**config.mk**
```make
export PLATFORM = sky130hd
export DESIGN_NAME = rsd_ctrl
export DESIGN_NICKNAME = d
export VERILOG_FILES = /design/src/rsd_pkg.sv /design/src/rsd_ctrl.sv
export SDC_FILE = /design/constraint.sdc
export NUM_CORES = 1
export LEC_CHECK = 0
export BUFFER_PORTS_ARGS = -buffer_cell sky130_fd_sc_hd__buf_2
export CAP_MARGIN = 0
export CORE_MARGIN = 4
export CORE_UTILIZATION = 53
export DETAILED_ROUTE_END_ITERATION = 6
export PLACE_DENSITY_LB_ADDON = 0.15
export SYNTH_ARGS = -nofsm -noshare
export SYNTH_HDL_FRONTEND = slang
export SYNTH_SLANG_ARGS = --single-unit
```
**constraint.sdc**
```tcl
create_clock -name clk -period 2 [get_ports clk]
set_clock_uncertainty 0.2 [all_clocks]
set_input_delay 0.3 -clock clk [delete_from_list [all_inputs] [get_ports clk]]
set_output_delay 0.3 -clock clk [all_outputs]
set_load 0.01 [all_outputs]
```
**src/rsd_pkg.sv**
```systemverilog
// ----------------------------------------------------------------------------
// rsd_pkg: shared types for the running standard deviation accumulator
// Datapath command codes and the status bundle returned to the controller.
// ----------------------------------------------------------------------------
package rsd_pkg;

  typedef enum logic [4:0] {
    OP_NONE,
    OP_LOAD,
    OP_SETUP,
    OP_DIV_AD,
    OP_MUL_AD_P,
    OP_DIV_PROD,
    OP_MEAN_Q,
    OP_MEAN_Q_SQ,
    OP_MUL_AD_DEV,
    OP_TERM_PROD,
    OP_MUL_SQ_C,
    OP_DIV_SQC,
    OP_MUL_Q1_P,
    OP_T1_MUL_R1P,
    OP_DIV_R1P,
    OP_ADD_Q2,
    OP_COMMIT,
    OP_DIV_M2,
    OP_SQRT,
    OP_OUT
  } op_t;

  typedef struct packed {
    logic skip;
    logic early_ovf;
    logic zero;
    logic merge;
    logic adj_zero;
    logic div_done;
    logic mul_done;
    logic sqrt_done;
  } status_t;

endpackage

```
**src/rsd_ctrl.sv**
```systemverilog
// ----------------------------------------------------------------------------
// rsd_ctrl: sequencer for the accumulator
// Steps the datapath through one sample or merge item and its result.
// ----------------------------------------------------------------------------
module rsd_ctrl (
  input  logic             clk,
  input  logic             rst_n,
  input  logic             in_valid,
  output logic             in_ready,
  output logic             out_valid,
  input  logic             out_ready,
  input  rsd_pkg::status_t st,
  output rsd_pkg::op_t     op
);

  typedef enum logic [4:0] {
    IDLE, SETUP, GO, W_SDIV, S_DEV, W_SMUL, W_MAP, W_MDIV0, W_MAA, W_MSQC,
    W_MDIV1, W_MQ1P, W_MR1P, W_MDIV2, COMMIT, RESULT, W_RDIV, W_SQRT, OUT
  } state_t;

  state_t state_r;
  state_t state_nxt;
  logic   out_valid_r;
  logic   out_free;

  assign out_free = !out_valid_r || out_ready;

  always_comb begin
    state_nxt = state_r;
    op        = rsd_pkg::OP_NONE;
    case (state_r)
      IDLE: begin
        if (in_valid) begin
          op        = rsd_pkg::OP_LOAD;
          state_nxt = SETUP;
        end
      end
      SETUP: begin
        op = rsd_pkg::OP_SETUP;
        if (st.skip || st.early_ovf) begin
          state_nxt = RESULT;
        end else if (st.zero) begin
          state_nxt = COMMIT;
        end else begin
          state_nxt = GO;
        end
      end
      GO: begin
        op        = st.merge ? rsd_pkg::OP_MUL_AD_P : rsd_pkg::OP_DIV_AD;
        state_nxt = st.merge ? W_MAP : W_SDIV;
      end
      W_SDIV: if (st.div_done) begin
        op        = rsd_pkg::OP_MEAN_Q;
        state_nxt = S_DEV;
      end
      S_DEV: begin
        op        = rsd_pkg::OP_MUL_AD_DEV;
        state_nxt = W_SMUL;
      end
      W_SMUL: if (st.mul_done) begin
        op        = rsd_pkg::OP_TERM_PROD;
        state_nxt = COMMIT;
      end
      W_MAP: if (st.mul_done) begin
        op        = rsd_pkg::OP_DIV_PROD;
        state_nxt = W_MDIV0;
      end
      W_MDIV0: if (st.div_done) begin
        op        = rsd_pkg::OP_MEAN_Q_SQ;
        state_nxt = W_MAA;
      end
      W_MAA: if (st.mul_done) begin
        op        = rsd_pkg::OP_MUL_SQ_C;
        state_nxt = W_MSQC;
      end
      W_MSQC: if (st.mul_done) begin
        op        = rsd_pkg::OP_DIV_SQC;
        state_nxt = W_MDIV1;
      end
      W_MDIV1: if (st.div_done) begin
        op        = rsd_pkg::OP_MUL_Q1_P;
        state_nxt = W_MQ1P;
      end
      W_MQ1P: if (st.mul_done) begin
        op        = rsd_pkg::OP_T1_MUL_R1P;
        state_nxt = W_MR1P;
      end
      W_MR1P: if (st.mul_done) begin
        op        = rsd_pkg::OP_DIV_R1P;
        state_nxt = W_MDIV2;
      end
      W_MDIV2: if (st.div_done) begin
        op        = rsd_pkg::OP_ADD_Q2;
        state_nxt = COMMIT;
      end
      COMMIT: begin
        op        = rsd_pkg::OP_COMMIT;
        state_nxt = RESULT;
      end
      RESULT: begin
        if (st.adj_zero) begin
          state_nxt = OUT;
        end else begin
          op        = rsd_pkg::OP_DIV_M2;
          state_nxt = W_RDIV;
        end
      end
      W_RDIV: if (st.div_done) begin
        op        = rsd_pkg::OP_SQRT;
        state_nxt = W_SQRT;
      end
      W_SQRT: if (st.sqrt_done) begin
        state_nxt = OUT;
      end
      OUT: if (out_free) begin
        op        = rsd_pkg::OP_OUT;
        state_nxt = IDLE;
      end
      default: begin
        state_nxt = IDLE;
      end
    endcase
  end

  always_ff @(posedge clk) begin
    if (!rst_n) begin
      state_r     <= IDLE;
      out_valid_r <= 1'b0;
    end else begin
      state_r <= state_nxt;
      if (state_r == OUT && out_free) begin
        out_valid_r <= 1'b1;
      end else if (out_ready) begin
        out_valid_r <= 1'b0;
      end
    end
  end

  assign in_ready  = state_r == IDLE;
  assign out_valid = out_valid_r;

  a_accept_setup: assert property (@(posedge clk) disable iff (!rst_n)
    (in_valid && in_ready) |=> state_r == SETUP)
    else $error("accepted item did not enter setup");

  a_div_done_state: assert property (@(posedge clk) disable iff (!rst_n)
    st.div_done |-> (state_r == W_SDIV || state_r == W_MDIV0 || state_r == W_MDIV1 ||
                     state_r == W_MDIV2 || state_r == W_RDIV))
    else $error("divider finished outside a divide wait");

  a_sqrt_done_state: assert property (@(posedge clk) disable iff (!rst_n)
    st.sqrt_done |-> state_r == W_SQRT)
    else $error("square root finished outside its wait");

  a_out_hold: assert property (@(posedge clk) disable iff (!rst_n)
    (state_r == OUT && out_valid_r && !out_ready) |=> state_r == OUT)
    else $error("result overwritten while stalled");

endmodule
```
Word-level counts from Yosys, hierarchy flattened. Index checks and enable logic that the tools add are counted.

Reductions and logical operators: 7. Muxes and demuxes: 37. Equality and inequality tests: 32.

Operator list (count): $pmux W5 S19 (1); $pmux W5 S18 (1); $mux W5 (17); $eq A5 B4 Y1 const B (8); $mux W4 (9); $ne A2 B2 Y1 const B (14); $eq A5 B3 Y1 const B (4); $eq A5 B5 Y1 const B (3); $mux W3 (5); $reduce_and A14 Y1 (1); $eq A5 B2 Y1 const B (2); $eq A5 B1 Y1 const B (1); $logic_not A5 Y1 (1); $mux W1 (3); $logic_or A1 B1 Y1 (2); $mux W2 (1); $reduce_bool A2 Y1 (1); $logic_and A1 B1 Y1 (1); $logic_not A1 Y1 (1).

Bits in registers: 6. Input port bits: 12. Output and inout port bits: 7.

Logic depth before layout (Yosys ltp). Gate-level depths: netlist of the first run.

Depth after elaboration: 4. Mapped depth: 7.

Least setup slack after synthesis of the first run. No wires, ideal clock.

Path kind: reg-to-output. From: reg state_r[0]. To: out op[1]. Required time: 1.500 ns. Stages on the path, launching flop included: 8. Arrival time: 1.477 ns. Buffers on the path: 3. Setup slack: 0.023 ns. Cells stage by stage: dfxtp_1 > buf_2 > buf_2 > buf_1 > o21ai_0 > a21oi_1 > a21oi_1 > o21ai_0.

Cells in the longest elaborated chain, start to end: 2. Elaborated cells between the ends (all ways): 19. Classes of those cells: eq/ne (17); mux (1); reduce/logical (1).

RTL lines: start: declaration (line rsd_ctrl.sv:21) `state_t state_r;`; start signal: assignment (line rsd_ctrl.sv:130) `state_r <= state_nxt;`; $eq A5 B5 Y1, or another cell as far along (line rsd_ctrl.sv:31) `case (state_r)`; $pmux W5 S18 * (line rsd_ctrl.sv:31); end: declaration (line rsd_ctrl.sv:13) `output rsd_pkg::op_t op`.

Every way passes the cells marked *; elsewhere a longest branch is shown, timed or not.

Final worst setup path of the first run.
From: reg state_r[2]. To: out op[2].

The elaborated chain is that of the path after synthesis.

==> flow_summary.toml, run 1 <==
[run_status]
status = "finished, violations left"
failed_checks = "negative setup slack"

[sta]
slew_headroom_pct = 78.3
grt_setup_unrepaired = "yes"
slew_violations = 0
period_needed_ns = 2.25
worst_slack_ns = -0.249
tightest_slew_ns = 0.325
setup_viol = 10
finalCritPeriodShare_pct = 112
hold_violations = 0
fmax_mhz = 445

[min_path]
holdPathStages = 3
hold_class = "in -> reg"

[floorplan]
die_w_um = 48.2
die_y_um = 48.2
row_count = 14
initial_core_util_pct = 56.3
core-area_um2 = 1520
dieArea_um2 = 2330
io_pins = 19

[layout]
syn2layout_area_growth_pct = 51.6
final_common_cell = "buf_4"
instances_no_fill = 175
fin_nets = 173
final_cell_mix = "buf_4, buf_2, nand2_1"
antenna_cells = 0
ff_latch_area_um2 = 130
drive_gt1_share_pct = 43.4
fillers = 87
multi_input_area_um2 = 752

[grt]
grt_antenna_before_repair = 0
track_usage_pct = 27.2
grt_pass1_vias = 1012
grt_overflow_total = 0
grt_max_degree = 21
grt_pass1_wl_um = 4480

[cts]
h-tree-depth = 1
holdBufCountCts = 0
root_buffer = "clkbuf_4"
clock_path_buffers = 2
cts.clk_slew.worst_paths_ns = 0.06
insertion_delay_ns = 0.26
cts_made_buffers = 3
clock-sinks = 6
cts_tree = "built"

[drt]
dr.pass1.iters = 4
wl_per_cell_um = 19.7
num_vias = 1191
top_layer = "met4"
wirelength_um = 3450
antenna_left = 0
vias_per_cell = 6.81
drtIter0Drc = 82
met3WireLength_um = 296
drc = 0
route.met2.wl_um = 1720
drt-met1-wl_um = 1280

[placed_design]
place.gp.congestion = 0.892
io_buffers = 18
placedCellCount = 164
hpwl_um = 1870

[worst_setup_path]
cp_top_family = "multiplexers"
slowest_delay_ns = 0.50
crit_chain = "nand2b_4 -> mux4_2 -> nor2_4 -> nand2_1 -> o31ai_1 -> buf_2"
start_kind = "flip-flop"
path_class = "reg -> out"
critPathBufInv = 1
r2r_cells = 7
critPathSlowestCell = "mux4_2"
end_kind = "output pin"
crit_required_ns = 1.50
arrival_ns = 1.75
worstPathMaxFanout = 6
cp.depth = 6

[yosys]
synth-seq-area-share_pct = 14.0
yosysTopAreaCell = "dfxtp_1"
yosysUniqueCellTypes = 42
ys_async_sr_fraction_pct = 0
yosysWarnings = 0
synth_ff_type = "dfxtp_1"
syn_inst = 124
syn_area_um2 = 858
synth_edf_count = 0
avgSynthCellArea_um2 = 6.92
yosysTopAreaCellShare_pct = 14.0
ys_ff_latch = 6
synth_nets = 136
synth_area_leaders = "dfxtp_1, mux2i_1, nand2_1"

[power_and_ir_drop]
power_mw = 2.10
p_leak_nw = 0.533
p_per_area_nw_per_um2 = 1620
vdd.ir_drop.worst_mv = 0.962

[job]
maxCapViolCount = 0
cells by family after synthesis:
kind of cell           count (synthesis)  synth area share (%)
multiplexers                           7                  10.1
AND/OR/NAND/NOR                       55                  34.5
AO/OA/AOI/OAI                         38                  30.8
flip-flops                             6                  14.0
buffers and inverters                 16                  8.60
XOR/XNOR                               2                  2.04
cell type report:
| class | instances | area share, % |
|---|---|---|
| sequential | 6 | 10.0 |
| multi-input combinational | 102 | 57.8 |
| inverter | 2 | 0.577 |
| tap | 16 | 1.54 |
| timing repair buffer | 46 | 28.4 |
| clock buffer | 3 | 1.73 |
sequential cells by signal, indices dropped and copies added (netlist names):
signal     cells
out_valid      1
state_r        5
per-layer routing:
metal,vias to the layer above,global-route usage [%]
li1,530,-
met1,544,33.4
met2,93,49.0
met3,24,4.06
met4,0,6.99
met5,-,0
power breakdown:
group	leakage, nW	internal [mW]	switching, mW
sequential	0.0511	0.173	0.0949
combinational	0.469	0.910	0.801
clock	0.0138	0.0688	0.0563
total	0.533	1.15	0.952
timing repair:
item	4_1_cts	5_1_grt
setup endpoints to repair	6	11
pin swaps	10	7
cloned	2	0
resized for setup	18	13
buffers inserted	3	3
through the flow:
step	hold slack (ns)	worst slack (ns)	util, %	setup TNS [ns]	area [um^2]
6_report	0.183	-0.249	85.4	-1.34	1300
5_1_grt	0.229	-0.296	85.4	-1.95	1300
4_1_cts	0.175	-0.177	80.5	-1.09	1230
3_5_place_dp	0.362	-0.00839	69.9	-0.00839	1060
3_3_place_gp	0.351	0.0462	69.9	0	1060
2_1_floorplan	0.264	0.0231	-	0	858
worst paths after layout:
path | startpoint | endpoint | slack [ns]
worst max-delay path | state_r[2] | op[2] | -0.25
worst min-delay path | rst_n | state_r[3] | 0.18
worst max register to register | state_r[2] | state_r[4] | -0.13
worst min register to register | state_r[3] | state_r[3] | 0.34
Yosys cell counts, types with 2 or more instances:
library cell and instances:
a31oi_1 2, o211ai_1 2, or4_1 2, buf_2 5, nand3b_1 4, mux2i_1 6
nor2_1 5, buf_1 2, o21ai_0 9, nor2b_1 5, inv_1 2, clkbuf_1 6
nand2_1 16, nand2b_1 6, nor3_1 7, nand3_1 3, a211oi_1 2, xor2_1 2
a21oi_1 9, dfxtp_1 6, o22ai_1 2
worst min-delay path: stages:
cell and delay, ns:
buf_2 0.17, nand2_1 0.07, mux2i_1 0.05
(Power assumes the default switching activity.)
==> run 2: changes to the inputs <==
--- a/config.mk
+++ b/config.mk
@@ -5,7 +5,7 @@
 export SDC_FILE = /design/constraint.sdc
 export NUM_CORES = 1
 export LEC_CHECK = 0
-export BUFFER_PORTS_ARGS = -buffer_cell sky130_fd_sc_hd__buf_2
+export BUFFER_PORTS_ARGS = -buffer_cell sky130_fd_sc_hd__clkbuf_2
 export CAP_MARGIN = 0
 export CORE_MARGIN = 4
 export CORE_UTILIZATION = 53
==> run 2 against run 1 <==
The run still ends with negative setup slack left. Global-route usage shrank 2.7 points. Hold slack improved by 0.022 ns. Non-clock buffer count increased by 2. Maximum frequency increased by 3.6%. Routed wire length decreased by 18%. Combinational power fell by 15%. Count of clock-buffer cells in the layout is the same. Critical endpoint is now op[3]. Highest routed layer unchanged.
==> flow_summary.toml, run 2 (synthesized netlist as in run 1, its figures left out) <==
[run_status]
status = "finished, violations left"
failed_checks = "negative setup slack"

[sta]
period_needed_ns = 2.17
finalCritPeriodShare_pct = 109
tightest_slew_ns = 0.301
slew_violations = 0
grt_setup_unrepaired = "yes"
fmax_mhz = 460
tns_ns = -0.352
hold_violations = 0
setup_viol = 3
worst_slack_ns = -0.172
hold_ws_ns = 0.206
slew_headroom_pct = 79.9

[floorplan]
die_w_um = 48.2
dieArea_um2 = 2330
row_count = 14
core-area_um2 = 1520
initial_core_util_pct = 56.3
io_pins = 19
die_y_um = 48.2

[worst_setup_path]
start_kind = "flip-flop"
timing.rr.end = "state_r[4]"
cp.depth = 6
worstSetupEndpoint = "op[3]"
slowest_delay_ns = 0.50
critPathSlowestCell = "mux4_2"
end_kind = "output pin"
arrival_ns = 1.67
path_class = "reg -> out"
rrSetupSlack_ns = 0.02
crit_required_ns = 1.50
cp-startpoint = "state_r[2]"
rr_startpoint = "state_r[2]"
critPathBufInv = 1
r2r_cells = 6
worstPathMaxFanout = 7
cp_top_family = "multiplexers"
crit_chain = "nand2b_4 -> mux4_2 -> nor2_4 -> o21ai_1 -> o41ai_2 -> buf_2"

[layout]
ff_latch_area_um2 = 133
largest_register_ffs = 5
antenna_cells = 0
multi_input_area_um2 = 738
stdcell_area_um2 = 1250
fillers = 102
drive_gt1_share_pct = 44.1
fin_nets = 175
top_register = "state_r"
final_common_cell = "buf_4"
final_core_util_pct = 82.1
final_cell_mix = "buf_4, nand2_1, clkbuf_2"
syn2layout_area_growth_pct = 45.8

[cts]
cts_made_buffers = 3
h-tree-depth = 1
clock_path_buffers = 2
clock-sinks = 6
root_buffer = "clkbuf_4"
cts_tree = "built"
holdBufCountCts = 0
cts.clk_slew.worst_paths_ns = 0.05
insertion_delay_ns = 0.25

[power_and_ir_drop]
vdd.ir_drop.worst_mv = 0.928
p_leak_nw = 0.516
power_mw = 1.83
p_per_area_nw_per_um2 = 1470

[grt]
grt_overflow_total = 0
grt_antenna_before_repair = 0
grt_max_degree = 21
grt_pass1_wl_um = 4060
grt_pass1_vias = 947
track_usage_pct = 24.6

[min_path]
holdPathStages = 3
hold_class = "in -> reg"

[drt]
num_vias = 1096
drc = 0
antenna_left = 0
wirelength_um = 2840
vias_per_cell = 6.19
drtIter0Drc = 60
dr.pass1.iters = 4
wl_per_cell_um = 16.1

[job]
maxCapViolCount = 0

[placed_design]
place.gp.congestion = 0.894
postPlaceCellArea_um2 = 1080
hpwl_um = 1960
io_buffers = 18
==> run 2: final cells by class <==
type / count / share of cell area (%)
multi-input combinational: 102 / 59.0
clock buffer: 3 / 1.80
timing repair buffer: 48 / 26.4
sequential: 6 / 10.6
tap: 16 / 1.60
inverter: 2 / 0.600
==> run 2: worst min-delay path by stage <==
stage                      from          to  slack (ns)
after floorplan           rst_n  state_r[2]        0.26
after global placement    rst_n   out_valid        0.46
after detailed placement  rst_n  state_r[3]        0.46
after CTS                 rst_n  state_r[2]        0.20
after global routing      rst_n  state_r[2]        0.23
final                     rst_n  state_r[0]        0.21
==> run 2: timing repair <==
item / CTS / global route
setup endpoints to repair: 7 / 10
pin swaps: 6 / 9
buffers inserted: 4 / 4
resized for setup: 18 / 19
==> run 2: layer usage <==
layer / GRT usage, % / wire, um / vias up
met5: 0 / 0 / -
li1: - / - / 536
met3: 7.38 / 198 / 4
met4: 5.38 / 33 / 0
met2: 44.0 / 1470 / 47
met1: 28.5 / 1140 / 509
==> run 2: tightest hold or removal path, stage by stage <==
cell,delay (ns)
clkbuf_2,0.16
nand2_1,0.10
mux2i_1,0.05
==> run 2: through the flow <==
stage | setup WS, ns | cells
floorplan | 0.0231 | 124
global placement | -0.0276 | 168
detailed placement | -0.0638 | 168
CTS | -0.192 | 175
global route | -0.246 | 177
finish | -0.172 | 177
==> run 2: power breakdown <==
| group | switching (mW) | leakage, nW | internal, mW |
|---|---|---|---|
| Clock | 0.0458 | 0.0138 | 0.0680 |
| Combinational | 0.717 | 0.451 | 0.744 |
| Sequential | 0.0843 | 0.0514 | 0.175 |
